--- src/sv/itoa_pkg.sv ---
// Shared types, codes and character helpers for the integer-to-ASCII converter.
package itoa_pkg;

    localparam int VALUE_W = 32;
    localparam int MODE_W  = 3;
    localparam int CHAR_W  = 8;
    localparam int COUNT_W = 32;

    localparam logic [CHAR_W-1:0] ASCII_ZERO    = 8'd48;
    localparam logic [CHAR_W-1:0] ASCII_MINUS   = 8'd45;
    localparam logic [CHAR_W-1:0] ASCII_LOWER_A = 8'd97;
    localparam logic [CHAR_W-1:0] ASCII_UPPER_A = 8'd65;
    localparam logic [3:0]        DEC_RADIX     = 4'd10;

    typedef enum logic [MODE_W-1:0] {
        MODE_DEC  = 3'd0,
        MODE_OCT  = 3'd1,
        MODE_BIN  = 3'd2,
        MODE_HEXL = 3'd3,
        MODE_HEXU = 3'd4
    } t_mode;

    typedef enum logic [2:0] {
        ST_IDLE,
        ST_DABBLE,
        ST_SKIP,
        ST_SIGN,
        ST_EMIT
    } t_state;

    typedef struct packed {
        logic [VALUE_W-1:0] value;
        logic [MODE_W-1:0]  mode;
    } t_in;

    typedef struct packed {
        logic [CHAR_W-1:0]  character;
        logic               last_char;
        logic [COUNT_W-1:0] total_count;
    } t_out;

    typedef struct packed {
        logic  load;
        logic  dabble;
        logic  shift;
        t_mode mode;
    } t_sh_ctl;

    typedef struct packed {
        logic              valid;
        logic [CHAR_W-1:0] character;
        logic              last_char;
    } t_push;

    function automatic logic [CHAR_W-1:0] ascii_digit(input logic [3:0] digit,
                                                      input logic upper);
        logic [CHAR_W-1:0] base;
        if (digit < DEC_RADIX) begin
            ascii_digit = ASCII_ZERO + {4'b0000, digit};
        end else begin
            base        = upper ? ASCII_UPPER_A : ASCII_LOWER_A;
            ascii_digit = base + {4'b0000, digit} - {4'b0000, DEC_RADIX};
        end
    endfunction

endpackage

--- src/sv/itoa_shift.sv ---
// Digit shift register: loads the magnitude, runs double dabble, shifts out digits.
module itoa_shift
    import itoa_pkg::*;
#(
    parameter int DATA_WIDTH = 32
) (
    input  logic                  i_clk,
    input  t_sh_ctl               i_ctl,
    input  logic [DATA_WIDTH-1:0] i_mag,
    output logic [3:0]            o_digit
);

    localparam int NDEC  = ((DATA_WIDTH * 1233) >> 12) + 1;
    localparam int BCD_W = NDEC * 4;
    localparam int OCT_W = ((DATA_WIDTH + 2) / 3) * 3;
    localparam int HEX_W = ((DATA_WIDTH + 3) / 4) * 4;
    localparam int SW    = BCD_W + DATA_WIDTH;

    logic [SW-1:0] r_sh;
    logic [SW-1:0] n_sh;
    logic [SW-1:0] w_fix;

    always_comb begin
        w_fix = r_sh;
        for (int i = 0; i < NDEC; i++) begin
            if (r_sh[SW-1-4*i -: 4] >= 4'd5) begin
                w_fix[SW-1-4*i -: 4] = r_sh[SW-1-4*i -: 4] + 4'd3;
            end
        end
    end

    always_comb begin
        n_sh = r_sh;
        priority if (i_ctl.load) begin
            n_sh = '0;
            unique case (i_ctl.mode)
                MODE_DEC: n_sh = SW'(i_mag);
                MODE_OCT: n_sh[SW-1 -: OCT_W] = OCT_W'(i_mag);
                MODE_BIN: n_sh[SW-1 -: DATA_WIDTH] = i_mag;
                MODE_HEXL, MODE_HEXU: n_sh[SW-1 -: HEX_W] = HEX_W'(i_mag);
                default: n_sh = SW'(i_mag);
            endcase
        end else if (i_ctl.dabble) begin
            n_sh = w_fix << 1;
        end else if (i_ctl.shift) begin
            unique case (i_ctl.mode)
                MODE_BIN: n_sh = r_sh << 1;
                MODE_OCT: n_sh = r_sh << 3;
                default:  n_sh = r_sh << 4;
            endcase
        end else begin
            n_sh = r_sh;
        end
    end

    always_ff @(posedge i_clk) begin
        r_sh <= n_sh;
    end

    always_comb begin
        unique case (i_ctl.mode)
            MODE_BIN: o_digit = {3'b000, r_sh[SW-1]};
            MODE_OCT: o_digit = {1'b0, r_sh[SW-1 -: 3]};
            default:  o_digit = r_sh[SW-1 -: 4];
        endcase
    end

endmodule

--- src/sv/itoa_ctrl.sv ---
// Sequencer: takes a number, steps the shift register and hands out characters.
module itoa_ctrl
    import itoa_pkg::*;
#(
    parameter int DATA_WIDTH = 32
) (
    input  logic                  i_clk,
    input  logic                  i_rst_n,
    input  logic                  i_valid,
    output logic                  o_ready,
    input  t_in                   i_data,
    input  logic [3:0]            i_digit,
    input  logic                  i_room,
    output t_sh_ctl               o_ctl,
    output logic [DATA_WIDTH-1:0] o_mag,
    output t_push                 o_push
);

    localparam int NDEC = ((DATA_WIDTH * 1233) >> 12) + 1;
    localparam int NOCT = (DATA_WIDTH + 2) / 3;
    localparam int NHEX = (DATA_WIDTH + 3) / 4;
    localparam int CW   = $clog2(DATA_WIDTH + 1);
    localparam int EW   = (DATA_WIDTH > VALUE_W) ? DATA_WIDTH : VALUE_W;

    t_state          r_state;
    t_state          n_state;
    t_mode           r_mode;
    t_mode           n_mode;
    logic            r_neg;
    logic            n_neg;
    logic [CW-1:0]   r_cnt;
    logic [CW-1:0]   n_cnt;
    logic [CW-1:0]   r_bits;
    logic [CW-1:0]   n_bits;

    logic [EW-1:0]         w_ext;
    logic [DATA_WIDTH-1:0] w_val;
    t_mode                 w_mode;
    logic                  w_mode_ok;
    logic                  w_neg;
    logic [CW-1:0]         w_ndig;
    logic                  w_upper;

    assign w_ext     = EW'(i_data.value);
    assign w_val     = w_ext[DATA_WIDTH-1:0];
    assign w_mode    = t_mode'(i_data.mode);
    assign w_mode_ok = (i_data.mode <= MODE_HEXU);
    assign w_neg     = (w_mode == MODE_DEC) && w_val[DATA_WIDTH-1];
    assign o_mag     = w_neg ? (~w_val + DATA_WIDTH'(1)) : w_val;
    assign w_upper   = (r_mode == MODE_HEXU);

    always_comb begin
        unique case (w_mode)
            MODE_DEC: w_ndig = CW'(NDEC);
            MODE_OCT: w_ndig = CW'(NOCT);
            MODE_BIN: w_ndig = CW'(DATA_WIDTH);
            default:  w_ndig = CW'(NHEX);
        endcase
    end

    always_comb begin
        n_state      = r_state;
        n_mode       = r_mode;
        n_neg        = r_neg;
        n_cnt        = r_cnt;
        n_bits       = r_bits;
        o_ready      = 1'b0;
        o_ctl.load   = 1'b0;
        o_ctl.dabble = 1'b0;
        o_ctl.shift  = 1'b0;
        o_ctl.mode   = r_mode;
        o_push       = '0;
        unique case (r_state)
            ST_IDLE: begin
                o_ready = 1'b1;
                if (i_valid && w_mode_ok) begin
                    o_ctl.load = 1'b1;
                    o_ctl.mode = w_mode;
                    n_mode     = w_mode;
                    n_neg      = w_neg;
                    n_cnt      = w_ndig;
                    n_bits     = CW'(DATA_WIDTH);
                    n_state    = (w_mode == MODE_DEC) ? ST_DABBLE : ST_SKIP;
                end
            end
            ST_DABBLE: begin
                o_ctl.dabble = 1'b1;
                n_bits       = r_bits - CW'(1);
                if (r_bits == CW'(1)) begin
                    n_state = ST_SKIP;
                end
            end
            ST_SKIP: begin
                if ((i_digit == 4'd0) && (r_cnt > CW'(1))) begin
                    o_ctl.shift = 1'b1;
                    n_cnt       = r_cnt - CW'(1);
                end else begin
                    n_state = r_neg ? ST_SIGN : ST_EMIT;
                end
            end
            ST_SIGN: begin
                if (i_room) begin
                    o_push.valid     = 1'b1;
                    o_push.character = ASCII_MINUS;
                    o_push.last_char = 1'b0;
                    n_state          = ST_EMIT;
                end
            end
            ST_EMIT: begin
                if (i_room) begin
                    o_push.valid     = 1'b1;
                    o_push.character = ascii_digit(i_digit, w_upper);
                    o_push.last_char = (r_cnt == CW'(1));
                    o_ctl.shift      = 1'b1;
                    n_cnt            = r_cnt - CW'(1);
                    if (r_cnt == CW'(1)) begin
                        n_state = ST_IDLE;
                    end
                end
            end
            default: begin
                n_state = ST_IDLE;
            end
        endcase
    end

    always_ff @(posedge i_clk) begin
        if (!i_rst_n) begin
            r_state <= ST_IDLE;
        end else begin
            r_state <= n_state;
        end
        r_mode <= n_mode;
        r_neg  <= n_neg;
        r_cnt  <= n_cnt;
        r_bits <= n_bits;
    end

endmodule

--- src/sv/itoa_out.sv ---
// Output register with the running character count.
module itoa_out
    import itoa_pkg::*;
(
    input  logic  i_clk,
    input  logic  i_rst_n,
    input  t_push i_push,
    output logic  o_room,
    output logic  o_valid,
    input  logic  i_ready,
    output t_out  o_data
);

    logic               r_valid;
    logic [CHAR_W-1:0]  r_char;
    logic               r_last;
    logic [COUNT_W-1:0] r_count;

    assign o_room = !r_valid || i_ready;

    always_ff @(posedge i_clk) begin
        if (!i_rst_n) begin
            r_valid <= 1'b0;
            r_count <= '0;
        end else if (i_push.valid) begin
            r_valid <= 1'b1;
            r_count <= r_count + COUNT_W'(1);
        end else if (i_ready) begin
            r_valid <= 1'b0;
        end
        if (i_push.valid) begin
            r_char <= i_push.character;
            r_last <= i_push.last_char;
        end
    end

    assign o_valid            = r_valid;
    assign o_data.character   = r_char;
    assign o_data.last_char   = r_last;
    assign o_data.total_count = r_count;

endmodule

--- src/sv/integer_to_ascii_radix.sv ---
// Integer-to-ASCII converter top level: signed decimal, octal, binary and hex output.
// Each accepted number is printed most significant digit first, one character per
// output transaction, without leading zeros; a negative decimal number is led by
// a minus sign and the most negative value prints its true magnitude. Modes 5 to 7
// are dropped without output. One number is worked on at a time. Decimal first runs
// bit-serial double dabble over all DATA_WIDTH bits, then skips leading zero digit
// slots and emits the digits, led by the minus sign when negative. Binary, octal
// and hex skip leading zero digit slots and emit the rest directly. Output stalls
// hold the sign and digit steps. The output register lets the next number be taken
// while the last character still waits downstream. total_count is the number of
// characters emitted since reset, wrapping at 32 bits.
module integer_to_ascii_radix
    import itoa_pkg::*;
#(
    parameter int DATA_WIDTH = 32
) (
    input  logic i_clk,
    input  logic i_rst_n,
    input  logic i_valid,
    output logic o_ready,
    input  t_in  i_data,
    output logic o_valid,
    input  logic i_ready,
    output t_out o_data
);

    t_sh_ctl               w_ctl;
    t_push                 w_push;
    logic [DATA_WIDTH-1:0] w_mag;
    logic [3:0]            w_digit;
    logic                  w_room;

    itoa_ctrl #(
        .DATA_WIDTH(DATA_WIDTH)
    ) u_ctrl (
        .i_clk   (i_clk),
        .i_rst_n (i_rst_n),
        .i_valid (i_valid),
        .o_ready (o_ready),
        .i_data  (i_data),
        .i_digit (w_digit),
        .i_room  (w_room),
        .o_ctl   (w_ctl),
        .o_mag   (w_mag),
        .o_push  (w_push)
    );

    itoa_shift #(
        .DATA_WIDTH(DATA_WIDTH)
    ) u_shift (
        .i_clk   (i_clk),
        .i_ctl   (w_ctl),
        .i_mag   (w_mag),
        .o_digit (w_digit)
    );

    itoa_out u_out (
        .i_clk   (i_clk),
        .i_rst_n (i_rst_n),
        .i_push  (w_push),
        .o_room  (w_room),
        .o_valid (o_valid),
        .i_ready (i_ready),
        .o_data  (o_data)
    );

endmodule
--- config.mk ---
export PLATFORM = sky130hd
export DESIGN_NAME = integer_to_ascii_radix
export DESIGN_NICKNAME = d
export VERILOG_FILES = /design/src/sv/itoa_pkg.sv /design/src/sv/itoa_shift.sv /design/src/sv/itoa_ctrl.sv /design/src/sv/itoa_out.sv /design/src/sv/integer_to_ascii_radix.sv
export SDC_FILE = /design/constraint.sdc
export NUM_CORES = 1
export LEC_CHECK = 0
export ABC_AREA = 1
export BUFFER_PORTS_ARGS = -buffer_cell sky130_fd_sc_hd__buf_4
export CAP_MARGIN = 20
export CORE_MARGIN = 1.5
export CORE_UTILIZATION = 25
export DETAILED_ROUTE_END_ITERATION = 10
export GPL_ROUTABILITY_DRIVEN = 0
export HOLD_SLACK_MARGIN = 0.02
export PLACE_DENSITY = 0.37
export SLEW_MARGIN = 20
export SYNTH_ARGS = -nofsm -noshare
export SYNTH_HDL_FRONTEND = slang
export SYNTH_SLANG_ARGS = --single-unit
--- constraint.sdc ---
create_clock -name i_clk -period 9.6 [get_ports i_clk]
set_clock_uncertainty 0.2 [all_clocks]
set_input_delay 0.48 -clock i_clk [delete_from_list [all_inputs] [get_ports i_clk]]
set_output_delay 0.48 -clock i_clk [all_outputs]
set_load 0.02 [all_outputs]
==> flow_metrics.tcl, run 1 <==
set metrics [dict create \
    startpoint "u_ctrl.r_state[1]" \
    num-fill-cells 4424 \
    p_sw_share_pct 47.2 \
    grt_pass1_vias 9606 \
    critical_path_class "register to register" \
    avgSynthCellArea_um2 7.15 \
    fin_crit_ps 5230 \
    die_w_um 205 \
    cp.required_ps 9470 \
    ctsHoldBuffers 0 \
    drc 0 \
    antenna_found_initial 0 \
    grt_use_met3_pct 3.09 \
    dieArea_um2 42000 \
    post-cts-setup-buffers 0 \
    path_max_fanout 72 \
    p_leak_nw 4.86 \
    first_iter_violations 574 \
    grt_setup_unrepaired "false" \
    yosysUniqueCellTypes 57 \
    drtAntennaViolNets 0 \
    synth_edf_count 93 \
    floorplan.io_pins 82 \
    vias_per_cell 4.85 \
    status "finished clean" \
    rows 73 \
    end_kind "register" \
    dpl.hpwl_mm 23.5 \
    cts.sinks 132 \
    grtUsageMet2_pct 26.2 \
    fin_tns_setup_ps 0 \
    met1_usage_pct 23.0 \
    setup_violations 0 \
    finalHoldViolCount 0 \
    post_dp_cell_area_um2 11200 \
    yosysWarnings 0 \
    combPwrFrac_pct 50.7 \
    cts_tree "done" \
    grt-ovfl-total 0 \
    finalMaxSlewViolations 0 \
    tightest_slew_ps 1070 \
    clk_pin_slew_ps 60 \
    seqPwrFrac_pct 30.6 \
    crit_end "u_shift.r_sh[39]" \
    hp-class "input port to register" \
    clock_latency_ps 470 \
    start_util_pct 25.5 \
    max-cap-violations 0 \
    r2r_start "u_ctrl.r_state[1]" \
    max_freq_mhz 191 \
    clkPwrFrac_pct 18.7 \
    postLayoutCoreUtil_pct 29.5 \
    yosys_most_used_dff "edfxtp_1" \
    grt_pass1_wl_mm 53.9 \
    htreeDepth 4 \
    yosys_register_bits 132 \
    wire_per_inst_um 16.8 \
    final_area_um2 11800 \
    track_usage_pct 16.7 \
    rrSetupSlack_ps 4370 \
    yosysSeqAreaShare_pct 35.1 \
    drive_above_1_share_pct 12.7 \
    syn_to_final_growth_pct 15.7 \
    intPower_mw 1.96 \
    num_antenna_cells 0 \
    die_h_um 205 \
    ff2ff_path_depth 19 \
    async_reset_ff_share_pct 0 \
    syn-num-nets 1492 \
    powerDensity_nw_per_um2 315 \
    cts_resized 0 \
    port_buffers 80 \
    startpoint_type "register" \
    clockRootBuffer "clkbuf_16" \
    top_usage_layer "met2" \
    final_nets 1538 \
    routed_wl_mm 33.8 \
    r2r-end "u_shift.r_sh[39]" \
    fin_crit_sh_pct 54.4 \
    worst-endpoint-arrival_ps 5100 \
    hold_slack_ps 117 \
    first_pass_iters 5 \
    maxSlewHeadroom_pct 28.8 \
    syn_inst 1425 \
    cts-buffers-inserted 17 \
    num_vias 9749 \
    cts_buffer_depth 2 \
    power.switching_mw 1.75 \
    coreArea_um2 40000 \
    syn_area_um2 10200 \
    peakVddDrop_v 0.000164 \
    grt_max_degree 73 \
]
-- how the worst min path moves through the flow --
| stage | start | end | slack (ps) | depth (start not counted) |
|---|---|---|---|---|
| 6_report | i_data[0] | u_ctrl.r_mode[0] | 120 | 3 |
| 5_1_grt | i_data[0] | u_ctrl.r_mode[0] | 110 | 3 |
| 4_1_cts | i_data[0] | u_ctrl.r_mode[0] | 80 | 3 |
| 3_5_place_dp | u_out.r_count[21] | u_out.r_count[21] | 280 | 2 |
| 3_3_place_gp | u_out.r_count[21] | u_out.r_count[21] | 270 | 2 |
| 2_1_floorplan | u_ctrl.r_mode[0] | u_ctrl.r_mode[0] | 300 | 2 |
-- logic make-up after synthesis --
group	after synthesis	synth area share (%)
compound gates	345	19.3
other cells	1	0.0368
mux	2	0.196
simple gates	632	28.5
xor+xnor	34	2.92
flops	132	35.1
buf+inv	251	10.5
fa+ha+maj	28	3.44
-- stage by stage --
step                      cells  total power, mW  setup slack [ps]
after floorplan            1425             2.54              4760
after global placement     1977             3.06              4260
after detailed placement   1977             3.04              4140
after CTS                  2009             3.75              4340
after global routing       2009             4.04              3940
final                      2009             3.71              4370
-- registers in the layout, indices dropped and copies added, names as in the netlist --
signal	count
u_shift.r_sh	72
u_ctrl.r_neg	1
u_ctrl.r_cnt	6
u_ctrl.r_mode	3
u_out.o_valid	1
u_ctrl.r_state	3
u_out.r_count	32
u_out.r_char	7
u_ctrl.r_bits	6
u_out.r_last	1
-- per-layer routing --
| metal | vias to the layer above | share of wire (%) |
|---|---|---|
| met5 | - | 0 |
| met1 | 4586 | 50 |
| met2 | 176 | 45 |
| met3 | 29 | 3.8 |
| li1 | 4958 | - |
| met4 | 0 | 1.7 |
-- power groups by stage --
stage / logic [mW] / registers, mW / clock network, mW
final: 1.88 / 1.14 / 0.694
after global routing: 2.14 / 1.17 / 0.736
after CTS: 1.89 / 1.14 / 0.717
after detailed placement: 1.89 / 1.15 / 0
after global placement: 1.90 / 1.15 / 0
after floorplan: 1.43 / 1.11 / 0
-- cell type report --
type	instances	area, um2	share of cell area [%]
Multi-Input combinational cell	1042	5570	47.2
Inverter	187	707	6.00
Timing Repair Buffer	91	683	5.79
Clock buffer	21	493	4.18
Tap cell	525	657	5.57
Sequential cell	132	3570	30.3
Clock inverter	11	106	0.902
-- cells in the mapped netlist (11+ instances only) --
| cell type | n | area (um2) |
|---|---|---|
| inv_1 | 174 | 653 |
| o22ai_1 | 50 | 313 |
| o21ai_1 | 14 | 70.1 |
| ha_1 | 28 | 350 |
| a21oi_1 | 108 | 541 |
| nor3_1 | 22 | 110 |
| nand2_1 | 292 | 1100 |
| nor2_1 | 120 | 450 |
| inv_2 | 11 | 41.3 |
| nand4_1 | 21 | 131 |
| edfxtp_1 | 93 | 2790 |
| xor2_1 | 31 | 272 |
| buf_2 | 18 | 90.1 |
| clkbuf_1 | 24 | 90.1 |
| nand3_1 | 121 | 606 |
| o221ai_1 | 24 | 210 |
| dfxtp_1 | 39 | 781 |
| o21ai_0 | 116 | 581 |
-- worst max-delay path, cell delays in order (launching register included) --
cell	delay, ps
dfxtp_1	350
inv_2	100
nand2_4	80
nor2_4	160
nand3_2	680
nand2_1	280
nand2_2	140
nand3_4	100
buf_4	600
nand2_4	540
o21ai_2	330
inv_2	80
ha_1	200
nand3_1	80
a31oi_1	60
nand2_2	100
inv_2	40
nand2_4	90
nand3_4	60
buf_4	420
-- layout by cell type, fill, tap and decap left out, drive strengths merged, types with 3 or more instances in the layout --
cell type  netlist  layout
nor3b            3       3
a21oi          109     109
o221ai          24      24
inv            185     194
buf             40      91
edfxtp          93      93
nand3          128     128
ha              28      28
dfxtp           39      39
or2              5       5
nor2           129     129
clkinv           2       3
nand4           23      23
o211ai           8       8
nand2          312     312
a31oi            5       5
o21ai          133     133
xnor2            3       3
a211oi           3       3
nor3            24      24
xor2            31      31
clkbuf          24      21
nor4             3       3
o22ai           50      50
(Power assumes the default switching activity.)
==> run 2: changes to the inputs <==
==> constraint.sdc (replaced) <==
create_clock -name i_clk -period 5.2 [get_ports i_clk]
set_clock_uncertainty 0.2 [all_clocks]
set_input_delay 0.26 -clock i_clk [delete_from_list [all_inputs] [get_ports i_clk]]
set_output_delay 0.26 -clock i_clk [all_outputs]
set_load 0.02 [all_outputs]
==> flow_metrics.tcl, run 2 (synthesis gave the netlist of run 1 again) <==
set metrics [dict create \
    grt_pass1_vias 9760 \
    cpPeakStageDelay_ps 610 \
    num_antenna_cells 0 \
    crit_top_cell "nand2_4" \
    die_h_um 205 \
    met1_usage_pct 22.9 \
    tightest_slew_ps 719 \
    grtUsageMet2_pct 26.5 \
    path_cells "inv_2 -> nand2_4 -> nor2_4 -> nand4_1 -> dlygate4sd3_1 -> nand2_4 -> nand3_4 -> nand2_4 -> buf_4 -> nand2_1 -> nand2_4 -> nand2_4 -> nand3_4 -> buf_4" \
    clockRootBuffer "clkbuf_16" \
    syn_to_final_growth_pct 16.7 \
    htreeDepth 4 \
    cts-buffers-inserted 17 \
    grt-ovfl-total 0 \
    cts_buffer_depth 2 \
    combPwrFrac_pct 51.6 \
    path_max_fanout 51 \
    fin_tns_setup_ps 0 \
    cts.sinks 132 \
    dp_cells 1984 \
    cp.required_ps 5100 \
    floorplan.io_pins 82 \
    reg.largest.list "u_shift.r_sh (72), u_out.r_count (32), u_out.r_char (7)" \
    mostFrequentLayoutCell "nand2_1" \
    seqPwrFrac_pct 30.7 \
    grt_use_met3_pct 2.82 \
    wire_per_inst_um 16.8 \
    powerDensity_nw_per_um2 574 \
    post-cts-setup-buffers 0 \
    grt_max_degree 58 \
    dpl.hpwl_mm 24.5 \
    port_buffers 80 \
    die_w_um 205 \
    maxSlewHeadroom_pct 51.8 \
    hp-class "input port to register" \
    num_vias 9811 \
    critical_path_class "register to register" \
    startpoint_type "register" \
    cts_resized 0 \
    rrSetupSlack_ps 1330 \
    coreArea_um2 40000 \
    routed_wl_mm 34.1 \
    first_iter_violations 586 \
    rows 73 \
    max_freq_mhz 258 \
    dieArea_um2 42000 \
    cts_tree "done" \
    fin_crit_sh_pct 74.5 \
    end_kind "register" \
    start_util_pct 25.5 \
    track_usage_pct 16.8 \
    top_usage_layer "met2" \
    intPower_mw 3.57 \
    peakVddDrop_v 0.000275 \
    final_cell_mix "nand2_1 (292), inv_1 (174), nand3_1 (120)" \
    p_sw_share_pct 47.7 \
    setup_violations 0 \
    antenna_found_initial 0 \
    finalHoldViolCount 0 \
    worst-endpoint-arrival_ps 3780 \
    status "finished clean" \
    clkPwrFrac_pct 17.7 \
    fin_crit_ps 3870 \
    regMostFlops "u_shift.r_sh" \
    clk_pin_slew_ps 70 \
    drive_above_1_share_pct 13.1 \
    grt_setup_unrepaired "false" \
    p_leak_nw 4.90 \
    final_nets 1553 \
    vias_per_cell 4.85 \
    clock_latency_ps 470 \
    finalMaxSlewViolations 0 \
    first_pass_iters 5 \
    instances_no_fill 2024 \
    grt_pass1_wl_mm 54.6 \
    drtAntennaViolNets 0 \
    postLayoutCoreUtil_pct 29.7 \
    max-cap-violations 0 \
    drc 0 \
    slowest_stage "dlygate4sd3_1" \
    largest_register_ffs 72 \
    ctsHoldBuffers 8 \
    power.switching_mw 3.26 \
]
-- run 2: cell count changes in the layout (fill, tap and decap cells not counted), sizes merged --
cell         before  now
buf              91   98
bufinv            1    0
clkbuf           21   19
clkinv            3    7
clkinvlp          0    1
dlygate4sd3       0    8
inv             194  192
-- run 2: area by class of cell --
class / count / area, um2
clock inverters: 13 / 110
flip-flops and latches: 132 / 3570
clock buffers: 19 / 464
multi-input cells: 1042 / 5570
fillers: 4429 / 28100
well taps: 525 / 657
inverters: 187 / 707
repair buffers: 106 / 816
-- run 2: stage by stage --
step                      hold WS (ps)  worst slack [ps]  instance area [um2]  total power [mW]
after global routing              91.2              1030                11900              7.45
after detailed placement           273              1360                11200              5.64
after global placement             271              1430                11200              5.70
final                             60.5              1330                11900              6.83
after CTS                         29.2              1250                11900              6.89
after floorplan                    237               360                10200              4.68
-- run 2: power by group through the flow --
stage	Combinational (mW)	Sequential (mW)	Clock (mW)
4_1_cts	3.55	2.10	1.25
6_report	3.53	2.09	1.21
3_5_place_dp	3.53	2.11	0
3_3_place_gp	3.58	2.12	0
5_1_grt	4.01	2.15	1.28
2_1_floorplan	2.63	2.05	0
-- run 2: worst max-delay path: cells and delay by family (launching register included) --
kind,cells,cell delay [ps]
buffers and inverters,4,1770
AND/OR/NAND/NOR,10,1190
flip-flops,1,320
-- run 2: final timing paths --
check	from	to	cells past startpoint
setup reg to reg	u_ctrl.r_state[0]	u_shift.r_sh[8]	14
setup / recovery	u_ctrl.r_state[0]	u_shift.r_sh[8]	14
hold / removal	i_data[19]	u_shift.r_sh[16]	4
hold reg to reg	u_out.r_count[21]	u_out.r_count[21]	2
-- run 2: routing by layer --
| layer | up-vias | wire length [um] |
|---|---|---|
| met1 | 4598 | 16800 |
| met2 | 187 | 15400 |
| met4 | 0 | 735 |
| met3 | 35 | 1130 |
| met5 | - | 0 |
| li1 | 4991 | - |
